**src/rtl/rdbe_pkg.sv**
```systemverilog
package rdbe_pkg;

    // default sizing of the block
    localparam int MAX_SOURCE_DIM_DEF = 1024;
    localparam int DECIMATION_DEF     = 4;
    localparam int MAX_OUTPUT_DIM_DEF = 256;

    // configuration port
    localparam int CFG_W     = 11;
    localparam int CFG_IDX_W = 1;
    localparam logic [CFG_IDX_W-1:0] REG_SRC_WIDTH  = 1'd0;
    localparam logic [CFG_IDX_W-1:0] REG_SRC_HEIGHT = 1'd1;

    // request codes
    localparam logic REQ_LOAD  = 1'b0;
    localparam logic REQ_FETCH = 1'b1;

    // item payload widths
    localparam int PIX_W  = 16;
    localparam int BYTE_W = 8;

    // BMP header layout values
    localparam int HDR_BYTES      = 54;
    localparam int INFO_BYTES     = 40;
    localparam int BITS_PER_PIXEL = 24;
    localparam int PLANES         = 1;
    localparam logic [BYTE_W-1:0] MAGIC_B = 8'h42;
    localparam logic [BYTE_W-1:0] MAGIC_M = 8'h4d;

    // cycles the derived size pipeline needs after a register write
    localparam int SETTLE_CYCLES = 4;
    localparam int SETTLE_W      = 2;

    // controller to datapath
    typedef struct packed {
        logic load;   // store/advance for an accepted load item
        logic form;   // build the fetched byte into the output register
    } t_cmd;

    // datapath to controller
    typedef struct packed {
        logic out_full;
    } t_sts;

    // channel widening tables, rounded to nearest
    typedef logic [BYTE_W-1:0] t_lut5 [32];
    typedef logic [BYTE_W-1:0] t_lut6 [64];

    function automatic t_lut5 f_lut5();
        t_lut5 t;
        for (int i = 0; i < 32; i++) begin
            t[i] = BYTE_W'((i * 255 + 15) / 31);
        end
        return t;
    endfunction

    function automatic t_lut6 f_lut6();
        t_lut6 t;
        for (int i = 0; i < 64; i++) begin
            t[i] = BYTE_W'((i * 255 + 31) / 63);
        end
        return t;
    endfunction

    localparam t_lut5 WIDEN5 = f_lut5();
    localparam t_lut6 WIDEN6 = f_lut6();

endpackage

```
**src/rtl/rdbe_ctrl.sv**
```systemverilog
module rdbe_ctrl (
    input  logic          i_clk,
    input  logic          i_rst_n,
    input  logic          i_cfg_we,
    input  logic          i_in_valid,
    input  logic          i_req_type,
    input  logic          i_out_ready,
    input  rdbe_pkg::t_sts i_sts,
    output logic          o_in_ready,
    output rdbe_pkg::t_cmd o_cmd
);
    import rdbe_pkg::*;

    typedef enum logic [2:0] {
        ST_SETTLE = 3'b001,
        ST_IDLE   = 3'b010,
        ST_FORM   = 3'b100
    } t_state;

    t_state              r_state, n_state;
    logic [SETTLE_W-1:0] r_cnt, n_cnt;
    logic                accept;

    // next state and commands
    always_comb begin
        n_state    = r_state;
        n_cnt      = r_cnt;
        o_in_ready = (r_state == ST_IDLE);
        accept     = i_in_valid && o_in_ready;
        o_cmd      = '0;
        case (r_state)
            ST_SETTLE: begin
                if (r_cnt == '0) begin
                    n_state = ST_IDLE;
                end else begin
                    n_cnt = r_cnt - 1'b1;
                end
            end
            ST_IDLE: begin
                if (accept) begin
                    if (i_req_type == REQ_FETCH) begin
                        n_state = ST_FORM;
                    end else begin
                        o_cmd.load = 1'b1;
                    end
                end
            end
            ST_FORM: begin
                // wait for a free output register
                if (!i_sts.out_full || i_out_ready) begin
                    o_cmd.form = 1'b1;
                    n_state    = ST_IDLE;
                end
            end
            default: begin
                n_state = ST_SETTLE;
                n_cnt   = SETTLE_W'(SETTLE_CYCLES - 1);
            end
        endcase
        // a register write restarts the size pipeline
        if (i_cfg_we) begin
            n_state = ST_SETTLE;
            n_cnt   = SETTLE_W'(SETTLE_CYCLES - 1);
        end
    end

    always_ff @(posedge i_clk) begin
        if (!i_rst_n) begin
            r_state <= ST_SETTLE;
            r_cnt   <= SETTLE_W'(SETTLE_CYCLES - 1);
        end else begin
            r_state <= n_state;
            r_cnt   <= n_cnt;
        end
    end

    // no item taken while derived sizes settle
    a_settle_after_cfg: assert property (@(posedge i_clk) disable iff (!i_rst_n)
        i_cfg_we |=> !o_in_ready)
        else $error("item taken right after register write");

    // a fetch holds off further items until its byte is formed
    a_fetch_blocks: assert property (@(posedge i_clk) disable iff (!i_rst_n)
        (accept && i_req_type == REQ_FETCH && !i_cfg_we) |=> (!o_in_ready && !o_cmd.load))
        else $error("item taken while fetch pending");

endmodule

```
**config.mk**
```make
export PLATFORM = sky130hd
export DESIGN_NAME = rdbe_ctrl
export DESIGN_NICKNAME = d
export VERILOG_FILES = /design/src/rtl/rdbe_pkg.sv /design/src/rtl/rdbe_ctrl.sv
export SDC_FILE = /design/constraint.sdc
export NUM_CORES = 1
export LEC_CHECK = 0
export ABC_AREA = 1
export BUFFER_PORTS_ARGS = -buffer_cell sky130_fd_sc_hd__buf_2
export CORE_AREA = 2 2 39 41
export DETAILED_ROUTE_END_ITERATION = 7
export DIE_AREA = 0 0 41 43
export SKIP_LAST_GASP = 1
export SLEW_MARGIN = 20
export SYNTH_ARGS = -nofsm -noshare
export SYNTH_HDL_FRONTEND = slang
export SYNTH_SLANG_ARGS = --single-unit
```
**constraint.sdc**
```tcl
create_clock -name i_clk -period 1.4 [get_ports i_clk]
set_clock_uncertainty 0.1 [all_clocks]
set_input_delay 0 -clock i_clk [delete_from_list [all_inputs] [get_ports i_clk]]
set_output_delay 0 -clock i_clk [all_outputs]
set_load 0.03 [all_outputs]
```
Word level (Yosys, flattened, before mapping) --
Cells that the tools add are included. W data, S select, Z words.
Storage, ports and cells: output and inout bits 3, bits in registers 5
Cells by class: bitwise operators 2, multiplexer cells 12, reductions and logical operators 8, eq/ne operators 8, add/sub/neg operators 1
Operators by type and width (count):
- $mux W3 | 4
- $pmux W3 S3 | 1
- $ne A2 B2 Y1 const B | 4
- $mux W1 | 5
- $pmux W2 S2 | 1
- $reduce_and A4 Y1 | 1
- $reduce_or A2 Y1 | 2
- $eq A3 B1 Y1 const B | 1
- $eq A3 B2 Y1 const B | 1
- $eq A3 B3 Y1 const B | 1
- $logic_not A2 Y1 | 1
- $mux W2 | 1
- $ne A2 B1 Y1 const B | 1
- $not A1 Y1 | 2
- $reduce_and A2 Y1 | 1
- $sub A2 B1 Y2 const B | 1
- $logic_and A1 B1 Y1 | 1
- $logic_not A1 Y1 | 1
- $logic_or A1 B1 Y1 | 1

Longest topological paths before layout --
Gate-level depths: netlist of the first run.
depth after elaboration 4, depth in mapped cells 9

Least setup slack after synthesis of the first run --
Ideal clock, no wire load.
path kind register to register, start reg r_state[2], end reg r_cnt[0], cell stages (with the launch flop) 7, path slack 0.187 ns, data arrival time 0.986 ns, required time 1.173 ns, cell sequence dfxtp_1 > nor2_1 > nand2_1 > inv_2 > nor2_2 > o21ai_0 > nand3_1
Between the ends: longest elaborated chain between the ends 4, elaborated cells between the ends (all ways) 8
Ends and longest elaborated chain:
- start, declared | line rdbe_ctrl.sv:20 | t_state r_state, n_state;
- start signal, assigned | line rdbe_ctrl.sv:72 | r_state <= n_state;
- $eq A3 B2 Y1 *
- net o_in_ready | line rdbe_ctrl.sv:9 | output logic o_in_ready,
- $reduce_or A2 Y1 (no source line) *
- $not A1 Y1 (no source line)
- $reduce_and A2 Y1 (no source line)
- end signal, assigned | line rdbe_ctrl.sv:70 | r_cnt <= SETTLE_W'(SETTLE_CYCLES - 1);
- end signal, assigned | line rdbe_ctrl.sv:73 | r_cnt <= n_cnt;
- end, declared | line rdbe_ctrl.sv:21 | logic [SETTLE_W-1:0] r_cnt, n_cnt;
The timed path passes the listed nets; every way through them passes the cells marked *. A chain may end at the register's enable or synchronous reset.

Worst setup path after layout of the first run --
start reg r_cnt[0], end reg r_state[2]
Between the ends: longest elaborated chain between the ends 3
Ends and longest elaborated chain:
- $logic_not A2 Y1 | line rdbe_ctrl.sv:33 | if (r_cnt == '0) begin
- $ne A2 B2 Y1 (no source line)
- $reduce_and A4 Y1 (no source line)
Every way passes these cells.

==> metrics.yaml, run 1 <==
timing:
  slew_headroom_pct: 80.08
  period_share_pct: 90.99
  fmax_ghz: 0.7850
  setup_viol_count_final: 0
  tightest_slew_ps: 297.7
  period_needed_ps: 1274
  grt_setup_unrepaired: "false"
  hold_violations: 0
  final-max-slew-violation-count: 0
  setup_tns_ps: 0
yosys:
  ys_seq_elements: 5
  yosysSeqAreaShare_pct: 31.25
  yosysTopAreaCellShare_pct: 31.25
  synth_cells: 52
  synth_ff_type: "dfxtp_1"
  synth_edf_count: 0
  yosysTopAreaCell: "dfxtp_1"
  yosys_warnings: 0
  synthTopCellsByCount: "inv_1, nand3_1, nand2_1, nor2_1, dfxtp_1"
  synth.most_common_cell: "inv_1"
  synth_cell_type_count: 13
  avgSynthCellArea_sq_um: 6.160
  yosys-top-cells-area: "dfxtp_1, nand3_1, inv_1, nand2_1, nor2_1"
  synth_nets: 60
  synth_area_sq_um: 320.3
  synthArstFlopShare_pct: 0
placement:
  placed_area_sq_um: 385.4
  placed_cells: 77
  port_buffers: 9
  place_congestion: 0.6790
  dp_hpwl_um: 523.4
clock_tree:
  clkTransAtPathRegs_ps: 40
  h-tree-depth: 1
  cts_sinks: 5
  worstSkewPairLatency_ps: 240
  cts_tree: "done"
  cts_root_buf: "clkbuf_4"
  clock_path_buffers: 2
  numCtsBuffers: 3
worst_setup_path:
  r2r_end: "r_state[2]"
  reg2reg_depth: 8
  r2r_slack_ps: 130
  crit-reg2reg-launch: "r_cnt[0]"
  path_class: "reg2reg"
  startpoint: "r_cnt[0]"
  path_cells: "inv_1 -> ha_1 -> inv_1 -> nand4_4 -> nand2_1 -> nor2_2 -> nor2_1 -> nor2_1"
  start_kind: "flip-flop"
  max_stage_delay_ps: 330
  timing.critical_path.arrival_ps: 1310
  crit_slowest_cell: "dfxtp_2"
  cp-end-kind: "flip-flop"
  cp.required_ps: 1430
  crit_path_max_fanout: 6
floorplan:
  io-pin-count: 10
  coreArea_sq_mm: 0.001384
  fp.dieW_um: 41
  die_area_sq_mm: 0.001763
  rows: 14
  fp.dieH_um: 43
  initial_core_util_pct: 23.15
routing:
  drtPass1Iterations: 3
  drc: 0
  vias_per_cell: 4.193
  drt_wl_total_um: 714
  avgRoutedWirePerCell_um: 8.602
  vias: 348
  detail-route-antenna-nets: 0
  drtIter0Drc: 16
cells_and_area:
  n_antenna_cell: 0
  syn_to_final_growth_pct: 39.06
  stdcell_area_sq_um: 445.4
  final_nets: 76
  drive_gt1_share_pct: 32.84
  fin_cells: 83
grt:
  grt_pass1_vias: 305
  grt_overflow_total: 0
  grt_pass1_wl_um: 1173
  grt_usage_pct: 10.44
  grt_max_degree: 7
  antenna_found_initial: 0
run:
  max_cap_viol_count: 0
power:
  power.density_mw_per_mm2: 1005
  ir_drop_mv: 0.4212
  power_mw: 0.4476
  p_leak_nw: 0.2433
status:
  run_status: "completed"
hold_path:
  whs_endpoint: "r_state[1]"
  min_path_type: "in2reg"
  hold_start: "i_out_ready"
  holdPathStages: 5
==> cell families after synthesis <==
group / synth area share [%]
AO/OA/AOI/OAI: 4.686
adder cells (fa/ha/maj): 3.906
buffers and inverters: 15.24
flip-flops: 31.25
AND/OR/NAND/NOR: 44.92
==> flip-flops by register name, indices dropped and copies added (netlist names) <==
signal	cells
r_cnt	2
r_state	3
==> routing by layer <==
layer  global-route usage [%]  vias to the layer above  share of wire (%)
li1                         -                      189                  -
met1                    12.22                      150                 45
met2                    12.81                        7                 47
met3                    3.665                        2                6.4
met4                    12.00                        0                1.3
met5                        0                        -                  0
==> how the worst max path moves through the flow <==
stage | to | slack [ps] | cells after the start
2_1_floorplan | r_cnt[0] | 190 | 6
3_3_place_gp | r_state[2] | 90 | 8
3_5_place_dp | r_state[2] | 80 | 8
4_1_cts | r_state[2] | 70 | 8
5_1_grt | r_state[2] | 20 | 9
6_report | r_state[2] | 130 | 8
==> worst max-delay path: cells and delay by family (launching register included) <==
kind	cells	cell delay [ps]
adder cells (fa/ha/maj)	1	180
buffers and inverters	2	120
flip-flops	1	330
AND/OR/NAND/NOR	5	440
==> stage by stage <==
stage	util, %	setup WS, ps	hold WS [ps]
floorplan	-	187.1	59.33
global placement	27.85	93.86	172.8
detailed placement	27.85	78.94	167.9
CTS	31.19	72.62	76.36
global route	32.19	20.93	131.8
finish	32.19	126.1	91.09
==> placed cells by master (no fill, tap or decap) <==
master	synthesis	layout
inv_1	10	10
nand3_1	9	9
buf_2	0	9
nand2_1	8	8
nor2_1	8	7
nor2_2	2	3
inv_2	3	3
clkbuf_4	0	3
dfxtp_1	5	3
dlygate4sd3_1	0	2
dfxtp_2	0	2
nand3b_1	1	1
nand4_4	0	1
nand2_2	1	1
a21oi_1	1	1
o21ai_0	2	1
o21ai_1	0	1
ha_1	1	1
clkbuf_1	0	1
==> timing repair <==
| item | CTS | global route |
|---|---|---|
| endpoints found under the setup margin | 0 | 2 |
| setup buffers | 0 | 0 |
| resized for setup | 0 | 5 |
| endpoints found under the hold margin | 5 | 0 |
| hold buffers | 2 | 0 |
==> area by class of cell <==
cell class | instances | area (sq um)
tap | 16 | 20.02
timing repair buffer | 11 | 65.06
fill | 146 | 938.4
sequential | 5 | 102.6
clock buffer | 4 | 26.28
inverter | 13 | 48.80
multi-input combinational | 34 | 182.7
==> power by group <==
group | internal, mW | switching [mW]
clock network | 0.108 | 0.0591
logic | 0.0470 | 0.0667
registers | 0.156 | 0.0111
No activity file was read; power rests on OpenSTA's default activity.
==> run 2, diff against run 1 <==
- ABC_AREA: 1 -> default
==> metrics.yaml, run 2 <==
worst_setup_path:
  path_class: "reg2out"  # was reg2reg
  max_stage_delay_ps: 420  # was 330 ps
  crit_slowest_cell: "or3b_4"  # was dfxtp_2
  r2r_slack_ps: 90  # was 130 ps
  crit-reg2reg-launch: "r_cnt[0]"  # unchanged
  reg2reg_depth: 5  # was 8
  cp.required_ps: 1300  # was 1430 ps
  cp-end-kind: "output port"  # was flip-flop
  crit_path_max_fanout: 7  # was 6
  start_kind: "flip-flop"  # unchanged
  r2r_end: "r_state[1]"  # was r_state[2]
  timing.critical_path.arrival_ps: 1270  # was 1310 ps
  path_cells: "or3b_4 -> nor2_4 -> buf_6"  # was inv_1 -> ha_1 -> inv_1 -> nand4_4 -> nand2_1 -> nor2_2 -> nor2_1 -> nor2_1
cells_and_area:
  final_nets: 65  # was 76
  n_antenna_cell: 0  # unchanged
  layout_commonest_cell: "buf_2"  # was inv_1
  fill_cells: 146  # unchanged
  largest_register_ffs: 3  # unchanged
  syn_to_final_growth_pct: 50.56  # was 39.06%
  fin_util_pct: 36.35  # was 32.19%
  stdcell_area_sq_um: 503.0  # was 445.4 sq um
  layout_common_cells: "buf_2, nand2b_1, inv_1, nor2b_1, clkbuf_4"  # was inv_1, nand3_1, buf_2
  top_register: "r_state"  # unchanged
  reg.largest.list: "r_state x3, r_cnt x2"  # unchanged
  drive_gt1_share_pct: 48.21  # was 32.84%
timing:
  setup_viol_count_final: 0  # unchanged
  tightest_slew_ps: 367.2  # was 297.7 ps
  final-max-slew-violation-count: 0  # unchanged
  period_needed_ps: 1368  # was 1274 ps
  grt_setup_unrepaired: "false"  # unchanged
  slew_headroom_pct: 75.47  # was 80.08%
  setup_tns_ps: 0  # unchanged
  period_share_pct: 97.70  # was 90.99%
  fmax_ghz: 0.7311  # was 0.7850 GHz
  hold_violations: 0  # unchanged
hold_path:
  holdPathStages: 3  # was 5
  min_path_type: "in2reg"  # unchanged
  hold_start: "i_req_type"  # was i_out_ready
  whs_endpoint: "r_state[2]"  # was r_state[1]
yosys:
  synth_area_sq_um: 334.1  # was 320.3 sq um
  synth_xor_area_share_pct: 0  # unchanged
  synth_compound_area_share_pct: 22.47  # was 4.688%
  synth_edf_count: 0  # unchanged
  ys_seq_elements: 5  # unchanged
  synth_fa_ha_area_share_pct: 3.745  # was 3.906%
  synth_nets: 48  # was 60
  yosys-top-cells-area: "dfxtp_1, nand2b_1, a211oi_1, nor2b_1, ha_1"  # was dfxtp_1, nand3_1, inv_1, nand2_1, nor2_1
  yosysTopAreaCellShare_pct: 29.96  # was 31.25%
  synth_simple_gate_area_share_pct: 37.08  # was 44.92%
  synthTopCellsByCount: "dfxtp_1, nand2b_1"  # was inv_1, nand3_1, nand2_1, nor2_1, dfxtp_1
  yosys_warnings: 0  # unchanged
  yosysTopAreaCell: "dfxtp_1"  # unchanged
  synth_cells: 40  # was 52
  synth_top_family_by_area: "simple AND/OR/NAND/NOR gates"  # unchanged
  synth_ff_type: "dfxtp_1"  # unchanged
  synthArstFlopShare_pct: 0  # unchanged
  yosysSeqAreaShare_pct: 29.96  # was 31.25%
  synthMuxAreaShare_pct: 0  # unchanged
  synth_cell_type_count: 23  # was 13
  avgSynthCellArea_sq_um: 8.352  # was 6.160 sq um
grt:
  antenna_found_initial: 0  # unchanged
  grt_pass1_vias: 291  # was 305
  grt_pass1_wl_um: 1186  # was 1173 um
  grt_max_degree: 9  # was 7
  grt_usage_pct: 10.94  # was 10.44%
  grt_overflow_total: 0  # unchanged
routing:
  drc: 0  # unchanged
  drt_wl_total_um: 828  # was 714 um
  vias_per_cell: 4.931  # was 4.193
  avgRoutedWirePerCell_um: 11.50  # was 8.602 um
  detail-route-antenna-nets: 0  # unchanged
  drtIter0Drc: 5  # was 16
  vias: 355  # was 348
  drtPass1Iterations: 4  # was 3
placement:
  placed_area_sq_um: 411.6  # was 385.4 sq um
  dp_hpwl_um: 565  # was 523.4 um
  port_buffers: 9  # unchanged
  place_congestion: 0.7198  # was 0.6790
floorplan:
  rows: 14  # unchanged
  coreArea_sq_mm: 0.001384  # unchanged
  die_area_sq_mm: 0.001763  # unchanged
  fp.dieW_um: 41  # unchanged
  fp.dieH_um: 43  # unchanged
  io-pin-count: 10  # unchanged
  initial_core_util_pct: 24.14  # was 23.15%
clock_tree:
  cts_sinks: 5  # unchanged
  clkTransAtPathRegs_ps: 40  # about the same
  clock_path_buffers: 2  # unchanged
  h-tree-depth: 1  # unchanged
  numCtsBuffers: 3  # unchanged
  worstSkewPairLatency_ps: 250  # was 240 ps
  cts_root_buf: "clkbuf_4"  # unchanged
  cts_tree: "done"  # unchanged
power:
  p_leak_nw: 0.1973  # was 0.2433 nW
  ir_drop_mv: 0.2820  # was 0.4212 mV
  power.density_mw_per_mm2: 720.6  # was 1005 mW/mm^2
  power_mw: 0.3625  # was 0.4476 mW
run:
  max_cap_viol_count: 0  # unchanged
status:
  run_status: "completed"  # unchanged
-- run 2: cell types whose count changed after synthesis, moves of 3 or more --
cell	change
a211oi_1	+3
nand3_1	-9
nor2b_1	+3
inv_1	-7
nor2_1	-5
nand2_1	-7
nand2b_1	+5
inv_2	-3
-- run 2: layout make-up --
| type | instances | area, sq um | share of cell area [%] |
|---|---|---|---|
| inverter | 3 | 11.26 | 2.239 |
| multi-input combinational | 31 | 249.0 | 49.50 |
| sequential | 5 | 110.1 | 21.89 |
| tap | 16 | 20.02 | 3.980 |
| timing repair buffer | 13 | 86.33 | 17.16 |
| clock buffer | 4 | 26.28 | 5.224 |
-- run 2: worst max-delay path by stage --
| stage | cells past startpoint | slack [ps] | from | endpoint |
|---|---|---|---|---|
| 3_5_place_dp | 5 | 60 | r_cnt[0] | r_cnt[1] |
| 5_1_grt | 3 | 4 | r_state[0] | o_cmd[0] |
| 3_3_place_gp | 5 | 80 | r_cnt[0] | r_cnt[1] |
| 2_1_floorplan | 3 | 80 | r_state[1] | o_cmd[1] |
| 4_1_cts | 3 | 3 | r_state[2] | o_cmd[0] |
| 6_report | 3 | 30 | r_state[2] | o_cmd[0] |
-- run 2: cells by family (layout without fill, tap and decap cells) --
| group | Yosys count | count (layout) |
|---|---|---|
| adders and majority gates | 1 | 1 |
| AOI/OAI and AO/OA | 11 | 11 |
| buffers and inverters | 4 | 20 |
| and+or+nand+nor | 19 | 19 |
| DFF | 5 | 5 |
-- run 2: critical path: cells and delay by family (launching register included) --
kind          cells  cell delay [ps]
buf+inv           1              130
flops             1              380
simple gates      2              510
-- run 2: metal layers --
metal  wire length, um  track usage [%]  up-vias
met4                24            12.00        0
met5                 0                0        -
li1                  -                -      176
met3                60            4.712        4
met2               364            12.50       15
met1               378            13.50      160
-- run 2: report_power, final --
part	switching, mW	leakage [nW]	total (mW)	internal, mW
Combinational	0.0154	0.141	0.0357	0.0203
Sequential	0.00278	0.0416	0.145	0.142
Clock	0.0731	0.0150	0.182	0.109
Total	0.0912	0.197	0.362	0.271
-- run 2: metrics by stage --
step	setup WS [ps]	hold WS (ps)	instances
2_1_floorplan	82.94	-36.13	40
3_3_place_gp	77.36	183.6	66
3_5_place_dp	63.22	185.4	66
4_1_cts	3.113	7.274	72
5_1_grt	4.423	33.64	72
6_report	32.18	5.707	72
-- run 2: timing repair --
item	CTS	global route
endpoints found under the setup margin	1	4
resized for setup	5	10
setup buffers	0	0
endpoints found under the hold margin	4	0
hold buffers	2	0
